[config.mk]
export PLATFORM = sky130hd
export DESIGN_NAME = digital_input_debounce_pulse_count
export DESIGN_NICKNAME = d
export VERILOG_FILES = /design/src/hw/rtl/dbpc_pkg.sv /design/src/hw/rtl/digital_input_debounce_pulse_count.sv /design/src/hw/rtl/dbpc_lane.sv /design/src/hw/rtl/dbpc_merge.sv /design/src/hw/rtl/dbpc_outbuf.sv
export SDC_FILE = /design/constraint.sdc
export NUM_CORES = 2
export LEC_CHECK = 0
export BUFFER_PORTS_ARGS = -buffer_cell sky130_fd_sc_hd__buf_2
export CAP_MARGIN = 10
export CORE_UTILIZATION = 55
export CTS_CLUSTER_DIAMETER = 100
export DETAILED_ROUTE_END_ITERATION = 16
export GPL_TIMING_DRIVEN = 0
export PLACE_DENSITY = 0.7
export SYNTH_ARGS = -nofsm -noshare
export SYNTH_HDL_FRONTEND = slang
export SYNTH_SLANG_ARGS = --single-unit
[constraint.sdc]
create_clock -name clk_i -period 6.4 [get_ports clk_i]
set_input_delay 0.64 -clock clk_i [delete_from_list [all_inputs] [get_ports clk_i]]
set_output_delay 0.64 -clock clk_i [all_outputs]
set_load 0.005 [all_outputs]
[src/hw/rtl/dbpc_pkg.sv]
`default_nettype none

package dbpc_pkg;

  localparam int Channels   = 16;
  localparam int FieldW     = 16;
  localparam int SelW       = 4;
  localparam int CntW       = 18;
  localparam int PulseW     = 32;
  localparam int CfgIdxW    = 4;
  localparam int CfgDataW   = 16;
  localparam logic [FieldW-1:0] DelayReset = FieldW'(20);

  typedef enum logic [CfgIdxW-1:0] {
    REG_ENABLED     = 4'd0,
    REG_INVERT_MASK = 4'd1,
    REG_ON_DELAY    = 4'd2,
    REG_OFF_DELAY   = 4'd3
  } cfg_reg_e;

  typedef struct packed {
    logic [FieldW-1:0] raw_inputs;
    logic [SelW-1:0]   read_channel;
  } in_word_t;

  typedef struct packed {
    logic [FieldW-1:0] filtered_word;
    logic [FieldW-1:0] inverted_raw;
    logic [FieldW-1:0] rise_mask;
    logic [PulseW-1:0] pulse_count;
  } out_word_t;

  typedef struct packed {
    logic              filt;
    logic              rise;
    logic [PulseW-1:0] count;
  } lane_res_t;

endpackage

`default_nettype wire

[src/hw/rtl/digital_input_debounce_pulse_count.sv]
// channel | signals                          | direction
// in      | in_valid_i, in_stall_o, in_word_i   | sample word in
// out     | out_valid_o, out_stall_i, out_word_o | result word out
// cfg     | cfg_valid_i, cfg_ready_o, cfg_index_i, cfg_data_i | register write
//
// one word per cycle while in_stall_o is low; while enabled, every lane updates in the cycle its word is taken
// the result is registered in the output buffer when the word is taken
// a two-entry output buffer stalls the input only when both entries hold words
// rst_ni clears config to defaults, counters and filtered state to zero
`default_nettype none

module digital_input_debounce_pulse_count #(
  parameter int CHANNELS = dbpc_pkg::Channels
) (
  input  wire logic                           clk_i,
  input  wire logic                           rst_ni,
  input  wire logic                           in_valid_i,
  output      logic                           in_stall_o,
  input  wire dbpc_pkg::in_word_t             in_word_i,
  output      logic                           out_valid_o,
  input  wire logic                           out_stall_i,
  output dbpc_pkg::out_word_t                 out_word_o,
  input  wire logic                           cfg_valid_i,
  output      logic                           cfg_ready_o,
  input  wire logic [dbpc_pkg::CfgIdxW-1:0]   cfg_index_i,
  input  wire logic [dbpc_pkg::CfgDataW-1:0]  cfg_data_i
);

  localparam int FieldW = dbpc_pkg::FieldW;

  logic              enabled_q;
  logic [FieldW-1:0] invert_mask_q, on_delay_q, off_delay_q;
  logic              accept, step, full;
  logic [FieldW-1:0] inverted;

  dbpc_pkg::lane_res_t lane_res [CHANNELS];
  dbpc_pkg::out_word_t result;

  assign cfg_ready_o = 1'b1;

  always_ff @(posedge clk_i or negedge rst_ni) begin
    if (!rst_ni) begin
      enabled_q     <= 1'b0;
      invert_mask_q <= '0;
      on_delay_q    <= dbpc_pkg::DelayReset;
      off_delay_q   <= dbpc_pkg::DelayReset;
    end else if (cfg_valid_i && cfg_ready_o) begin
      unique case (dbpc_pkg::cfg_reg_e'(cfg_index_i))
        dbpc_pkg::REG_ENABLED:     enabled_q     <= cfg_data_i[0];
        dbpc_pkg::REG_INVERT_MASK: invert_mask_q <= FieldW'(cfg_data_i);
        dbpc_pkg::REG_ON_DELAY:    on_delay_q    <= FieldW'(cfg_data_i);
        dbpc_pkg::REG_OFF_DELAY:   off_delay_q   <= FieldW'(cfg_data_i);
        default: ;
      endcase
    end
  end

  assign in_stall_o = full;
  assign accept     = in_valid_i && !in_stall_o;
  assign step       = accept && enabled_q;
  assign inverted   = in_word_i.raw_inputs ^ invert_mask_q;

  for (genvar c = 0; c < CHANNELS; c++) begin : g_lane
    logic sample;
    if (c < FieldW) begin : g_in
      assign sample = inverted[c];
    end else begin : g_zero
      assign sample = 1'b0;
    end

    dbpc_lane u_lane (
      .clk_i       (clk_i),
      .rst_ni      (rst_ni),
      .step_i      (step),
      .sample_i    (sample),
      .on_delay_i  (on_delay_q),
      .off_delay_i (off_delay_q),
      .res_o       (lane_res[c])
    );
  end

  dbpc_merge #(
    .CHANNELS (CHANNELS)
  ) u_merge (
    .lane_i     (lane_res),
    .inverted_i (inverted),
    .sel_i      (in_word_i.read_channel),
    .word_o     (result)
  );

  dbpc_outbuf u_outbuf (
    .clk_i       (clk_i),
    .rst_ni      (rst_ni),
    .push_i      (accept),
    .word_i      (result),
    .full_o      (full),
    .out_valid_o (out_valid_o),
    .out_stall_i (out_stall_i),
    .out_word_o  (out_word_o)
  );

endmodule

`default_nettype wire

[src/hw/rtl/dbpc_lane.sv]
`default_nettype none

module dbpc_lane (
  input  wire logic                          clk_i,
  input  wire logic                          rst_ni,
  input  wire logic                          step_i,
  input  wire logic                          sample_i,
  input  wire logic [dbpc_pkg::FieldW-1:0]   on_delay_i,
  input  wire logic [dbpc_pkg::FieldW-1:0]   off_delay_i,
  output      dbpc_pkg::lane_res_t           res_o
);

  localparam int CntW   = dbpc_pkg::CntW;
  localparam int PulseW = dbpc_pkg::PulseW;

  logic                filt_q, filt_d;
  logic [CntW-1:0]     cnt_q, cnt_d;
  logic [PulseW-1:0]   pulse_q, pulse_d;
  logic [CntW-1:0]     inc, dec;
  logic                rise;

  assign inc = cnt_q + CntW'(1);
  assign dec = cnt_q - CntW'(1);

  always_comb begin
    filt_d = filt_q;
    cnt_d  = cnt_q;
    rise   = 1'b0;
    if (step_i) begin
      if (sample_i) begin
        if (!inc[CntW-1]) begin
          rise   = !filt_q;
          filt_d = 1'b1;
          cnt_d  = CntW'(off_delay_i);
        end else begin
          cnt_d = inc;
        end
      end else begin
        if (dec[CntW-1] || (dec == '0)) begin
          filt_d = 1'b0;
          cnt_d  = CntW'(0) - CntW'(on_delay_i);
        end else begin
          cnt_d = dec;
        end
      end
    end
    pulse_d = pulse_q + PulseW'(rise);
  end

  always_ff @(posedge clk_i or negedge rst_ni) begin
    if (!rst_ni) begin
      filt_q  <= 1'b0;
      cnt_q   <= '0;
      pulse_q <= '0;
    end else begin
      filt_q  <= filt_d;
      cnt_q   <= cnt_d;
      pulse_q <= pulse_d;
    end
  end

  assign res_o.filt  = filt_d;
  assign res_o.rise  = rise;
  assign res_o.count = pulse_d;

endmodule

`default_nettype wire

[src/hw/rtl/dbpc_merge.sv]
`default_nettype none

module dbpc_merge #(
  parameter int CHANNELS = dbpc_pkg::Channels
) (
  input  wire dbpc_pkg::lane_res_t           lane_i [CHANNELS],
  input  wire logic [dbpc_pkg::FieldW-1:0]   inverted_i,
  input  wire logic [dbpc_pkg::SelW-1:0]     sel_i,
  output dbpc_pkg::out_word_t                word_o
);

  localparam int FieldW = dbpc_pkg::FieldW;

  logic [FieldW-1:0]           filt;
  logic [FieldW-1:0]           rises;
  logic [dbpc_pkg::PulseW-1:0] count;

  for (genvar c = 0; c < FieldW; c++) begin : g_bit
    if (c < CHANNELS) begin : g_used
      assign filt[c]  = lane_i[c].filt;
      assign rises[c] = lane_i[c].rise;
    end else begin : g_unused
      assign filt[c]  = 1'b0;
      assign rises[c] = 1'b0;
    end
  end

  // channel select, zero when read_channel has no lane
  always_comb begin
    count = '0;
    for (int c = 0; c < CHANNELS; c++) begin
      if (int'(sel_i) == c) begin
        count = lane_i[c].count;
      end
    end
  end

  assign word_o.filtered_word = filt;
  assign word_o.inverted_raw  = inverted_i;
  assign word_o.rise_mask     = rises;
  assign word_o.pulse_count   = count;

endmodule

`default_nettype wire

[src/hw/rtl/dbpc_outbuf.sv]
`default_nettype none

module dbpc_outbuf (
  input  wire logic                clk_i,
  input  wire logic                rst_ni,
  input  wire logic                push_i,
  input  wire dbpc_pkg::out_word_t word_i,
  output      logic                full_o,
  output      logic                out_valid_o,
  input  wire logic                out_stall_i,
  output dbpc_pkg::out_word_t      out_word_o
);

  dbpc_pkg::out_word_t out_q, skid_q;
  logic                out_valid_q, skid_valid_q;
  logic                take;

  assign take = out_valid_q && !out_stall_i;

  always_ff @(posedge clk_i or negedge rst_ni) begin
    if (!rst_ni) begin
      out_valid_q  <= 1'b0;
      skid_valid_q <= 1'b0;
    end else begin
      if (push_i) begin
        if (!out_valid_q || take) begin
          out_valid_q <= 1'b1;
        end else begin
          skid_valid_q <= 1'b1;
        end
      end else if (take) begin
        out_valid_q  <= skid_valid_q;
        skid_valid_q <= 1'b0;
      end
    end
  end

  always_ff @(posedge clk_i) begin
    if (push_i) begin
      if (!out_valid_q || take) begin
        out_q <= word_i;
      end else begin
        skid_q <= word_i;
      end
    end else if (take && skid_valid_q) begin
      out_q <= skid_q;
    end
  end

  assign full_o      = skid_valid_q;
  assign out_valid_o = out_valid_q;
  assign out_word_o  = out_q;

endmodule

`default_nettype wire

# Yosys cells after proc, flatten, opt, wreduce, memory -nomap -nowiden
# Index checks and enable logic that the tools add are counted.
# totals
ramBits,0
register_bits,1027
rom_bits,0
latchBits,0
mem_count,0
in_bits,45
# op_classes
magnitude_cmp,0
n_bitwise,2
n_reduce_logical,68
n_addsub,49
shift,0
mux,185
div,0
eq_ne,20
multipliers,0
# op_table
op,count
$mux W18,48
$add A32 B1 Y32,16
$mux W32,16
$add A18 B1 Y18 const B,16
$logic_not A18 Y1,16
$sub A18 B1 Y18 const B,16
$mux W80,3
$mux W1,118
$eq A4 B4 Y1 const B,8
$logic_not A1 Y1,19
$logic_or A1 B1 Y1,17
$sub A1 B16 Y17 const A,1
$eq A4 B2 Y1 const B,4
$eq A4 B3 Y1 const B,4
$reduce_and A2 Y1,8
$xor A16 B16 Y16,1
$eq A4 B1 Y1 const B,2
$logic_not A4 Y1,2
$logic_and A1 B1 Y1,4
$reduce_bool A2 Y1,2
$ne A2 B1 Y1 const B,1
$ne A2 B2 Y1 const B,1
$not A1 Y1,1

# Logic depth before layout (Yosys ltp)
# depth
word_depth,23
depth_mapped,21
depth_no_buf,18

# Hierarchy
# A second synthesis with hierarchy kept.
# unflattened
cells_unflattened,8374
area_unflattened_um2,75884.0
# by_module_without_submodules
mod,seq_area_each_um2,area_each_um2,cells_per_inst,instances
dbpc_lane (g_lane[0].u_lane ...),1276.2,3880.0,449,14
dbpc_outbuf,4854.7,6150.9,260,1
dbpc_merge,0.0,5634.2,785,1
dbpc_lane (g_lane[1].u_lane),1276.2,3888.7,461,1
dbpc_lane (g_lane[9].u_lane),1276.2,3838.7,454,1
digital_input_debounce_pulse_count,1231.2,2052.0,128,1

# Least setup slack after synthesis
# OpenSTA, ideal clock, no wires.
# synth_timing
kind,register to register
startpoint,reg g_lane[10].u_lane.cnt_q[2]
endpoint,"reg u_outbuf.out_q, in the netlist u_outbuf.out_word_o[26], data pin"
n_path_buf,3
stages_incl_launch_ff,20
slack_ps,1167
t_arrival_ps,4973
synth_period_minus_slack_ps,5233
cell_sequence,dfrtp_1 -> clkbuf_1 -> and4_1 -> nand4_1 -> nor4_1 -> xnor2_1 -> clkbuf_1 -> clkbuf_1 -> nor3b_1 -> ha_1 -> ha_1 -> inv_1 -> nor2_1 -> a31oi_1 -> or3b_1 -> a32o_1 -> a211o_1 -> o221a_2 -> nand4b_1 -> mux2_2
# synth_lines
item,line,rtl
start: declaration,dbpc_lane.sv:17,"logic [CntW-1:0] cnt_q, cnt_d;"
start signal: assignment,dbpc_lane.sv:57,cnt_q <= cnt_d;
end signal: assignment,dbpc_outbuf.sv:41,out_q <= word_i;
end signal: assignment,dbpc_outbuf.sv:46,out_q <= skid_q;
end: declaration,dbpc_outbuf.sv:14,"dbpc_pkg::out_word_t out_q, skid_q;"

==> results.cfg <==
[synthesis]
netlist_instances = 7557
synth_top_family_by_area = simple AND/OR/NAND/NOR gates
syn-num-nets = 7684
synth-seq-cells = 1027
synthMuxAreaShare = 0.0292
syn_area_mm2 = 0.0656
yosys.area_share.simple = 0.231
ys_types = 111
ys_async_sr_fraction = 0.844
synth_xor_area_frac = 0.108
synth_ff_type = dfrtp_1
synth_warnings = 0
synth_compound_area_frac = 0.168
synth_edf_count = 160
synth_fa_ha_area_frac = 0.0156
avgSynthCellArea_um2 = 8.68
ys_seq_area_frac = 0.404

[floorplanning]
fp.dieW_um = 347
core-area_mm2 = 0.118
pin_count = 128
die-area_mm2 = 0.121
fp-row-count = 126
die_h_um = 347
initial_core_util = 0.555

[detailed_routing]
wl_per_cell_um = 30.3
wirelength_um = 289000
dr.pass1.iters = 7
ant_nets = 0
vias = 65800
via_per_inst = 6.90
drt_drc_violations_left = 0
drtIter0Drc = 9957

[grt]
grt_util_all_layers = 0.471
overflow = 0
grt_pass1_wl_um = 416000
grt_pass1_vias = 60900
antenna_found_initial = 22
grt_max_degree = 118

[power_and_ir_drop]
power_w = 0.0294
ir_drop_mv = 0.319
power.density_mw_per_mm2 = 396
p_leak_nw = 30.1

[sta]
finalCritPeriodShare = 0.989
fin_skew_ps = 39.9
slew_headroom = -0.0169
fin_crit_ps = 6330
hold_viol_final = 0
drv_slew = 20
fmax_mhz = 158
worst_pin_slew_ps = 1530
finalSetupViolCount = 0
setup_ws_ps = 71.6

[final_layout]
fin_nets = 7997
fin_cells = 9528
area_growth_pct = 13.1
fillerInstances = 10300
drive_gt1_frac = 0.0961

[clock_network]
htree_levels = 3
clock_latency_ps = 780
clk_pin_slew_ps = 60
cts_inserted_buffers = 114
root_buffer = clkbuf_16
tritoncts = done
clock-sinks = 1027
clk_path_buf_depth = 3

[setup_path]
r2r_cells = 19
end_kind = register
rr_endpoint = u_outbuf.out_word_o[26]$_DFFE_PP_
critPathMaxFanout = 10
arrival_ps = 6860
crit_start = u_outbuf.full_o$_DFFE_PN0P_
worstPathRequired_ps = 6930
r2r_start = u_outbuf.full_o$_DFFE_PN0P_
cp-start-kind = register
reg2reg_slack_ps = 70
path_class = reg2reg

[place]
dp_hpwl_um = 206000
gp_congestion = 1.08
io_buffers = 125
pre_cts_ws_ps = -3360
dp.cells = 9276

[hold_path]
hold_depth = 3
hp-class = in2reg
holdCritStartpoint = out_stall_i
hold_end = u_outbuf.out_valid_o$_DFFE_PN0P_

[flow_run]
max_cap_viol_count = 3

[run_status]
status = finished, violations left
violations = capacitance limit, slew limit
-- per-layer routing --
layer,global-route usage,vias to the layer above,share of wire
met5,0,-,0.00025
met4,0.420,12,0.11
li1,-,28100,-
met2,0.665,4769,0.41
met1,0.587,31500,0.36
met3,0.131,1316,0.12
-- worst max-delay path by stage --
stage / endpoint / cells after the start
floorplan: u_outbuf.out_word_o[26]$_DFFE_PP_ / 19
CTS: u_outbuf.out_word_o[17]$_DFFE_PP_ / 17
finish: u_outbuf.out_word_o[26]$_DFFE_PP_ / 19
detailed placement: u_outbuf.out_word_o[16]$_DFFE_PP_ / 19
global placement: g_lane[10].u_lane.cnt_q[17]$_DFFE_PN0P_ / 1
global route: u_outbuf.out_word_o[28]$_DFFE_PP_ / 20
-- synth_stat cells, types with 36 or more instances --
library cell | instances | area, um^2
nand2_1 | 820 | 3080
a22oi_1 | 68 | 510
inv_1 | 165 | 619
and2_1 | 62 | 388
a221oi_1 | 49 | 429
o31ai_1 | 36 | 270
nor2_1 | 630 | 2360
ha_1 | 82 | 1030
or3_1 | 39 | 244
xor2_1 | 298 | 2610
xnor2_1 | 510 | 4470
edfxtp_1 | 160 | 4800
a21o_1 | 40 | 300
nor3b_1 | 67 | 503
nand4_1 | 227 | 1420
or4_1 | 39 | 293
o211ai_1 | 42 | 315
mux2_2 | 88 | 991
dfrtp_1 | 863 | 21600
nand3_1 | 354 | 1770
mux2i_1 | 76 | 761
clkbuf_1 | 472 | 1770
nor3_1 | 238 | 1190
a21oi_1 | 476 | 2380
and4_1 | 73 | 639
o221ai_1 | 96 | 841
and3_1 | 151 | 945
nor4_1 | 145 | 907
a31oi_1 | 79 | 494
o21ai_0 | 449 | 2250
a211oi_1 | 56 | 420
o22ai_1 | 46 | 288
-- worst max-delay path, cell delays in order (launching register included) --
cell and delay, ps:
dfrtp_1 430, nor2b_1 130, clkbuf_4 330, and2_2 400, clkbuf_4 410, nand2_1 310
nor3b_4 250, buf_4 190, ha_1 240, ha_1 230, nand3_1 220, or4_1 570
clkbuf_1 220, or3_1 360, xnor2_1 150, a221oi_1 480, a21oi_1 260, o221a_2 370
nand4b_1 230, mux2_2 280
-- kinds of logic (layout without fill, tap and decap cells) --
logic type / after synthesis / count (layout)
buffers and inverters: 725 / 1139
DFF: 1027 / 1027
AOI/OAI and AO/OA: 1720 / 1720
and+or+nand+nor: 3021 / 3021
muxes: 172 / 172
other: 1 / 22
adders and majority gates: 82 / 82
xor gates and xnor gates: 809 / 809
-- power breakdown --
| part | switching (W) | internal (W) | leakage (nW) |
|---|---|---|---|
| combinational | 0.00903 | 0.00415 | 15.3 |
| sequential | 0.00117 | 0.00801 | 12.9 |
| clock | 0.00298 | 0.00403 | 1.92 |
-- per-stage QoR --
| step | util | hold slack [ps] | setup TNS [ps] | cell area (um^2) |
|---|---|---|---|---|
| final | 0.628 | 143 | 0 | 74200 |
| after global routing | 0.628 | 158 | -73.1 | 74100 |
| after CTS | 0.625 | 123 | -109 | 73700 |
| after detailed placement | 0.587 | 459 | -161690 | 69400 |
| after global placement | 0.577 | 452 | - | 68100 |
| after floorplan | - | 344 | 0 | 65600 |
-- state kept, by name, summed over array words and instances, names as in the netlist --
| signal | count |
|---|---|
| g_lane.u_lane.pulse_q | 512 |
| g_lane.u_lane.cnt_q | 288 |
| u_outbuf.out_word_o | 80 |
| u_outbuf.skid_q | 80 |
| g_lane.u_lane.filt_q | 16 |
| invert_mask_q | 16 |
| off_delay_q | 16 |
| on_delay_q | 16 |
| enabled_q | 1 |
| u_outbuf.full_o | 1 |
| u_outbuf.out_valid_o | 1 |
-- layout make-up --
class                      count  area (um^2)  area share
sequential                  1027        26500       0.357
timing repair buffer         221         2050      0.0277
antenna                       21         52.6    0.000709
tap                         1536         1920      0.0259
buffer                       524         2160      0.0291
inverter                     177          664     0.00896
clock inverter                60          743      0.0100
clock buffer                 157         3200      0.0431
multi-input combinational   5805        36900       0.497
-- repair_timing --
action,in CTS,in global routing
pin swaps,6,10
gates resized for setup,70,39
hold buffers,1,0
hold endpoints to repair,41,0
buffers inserted,10,15
endpoints found under the setup margin,122,39
-- cell usage in the layout (no fill, tap or decap), types with 127 or more instances in the layout --
cell and instances:
a21oi_1 475, and3_1 150, buf_2 157, clkbuf_1 436, dfrtp_1 862, edfxtp_1 160, inv_1 165, nand2_1 820
nand3_1 354, nand4_1 227, nor2_1 627, nor3_1 225, nor4_1 127, o21ai_0 445, xnor2_1 496, xor2_1 289
No activity file was read; power rests on OpenSTA's default activity.
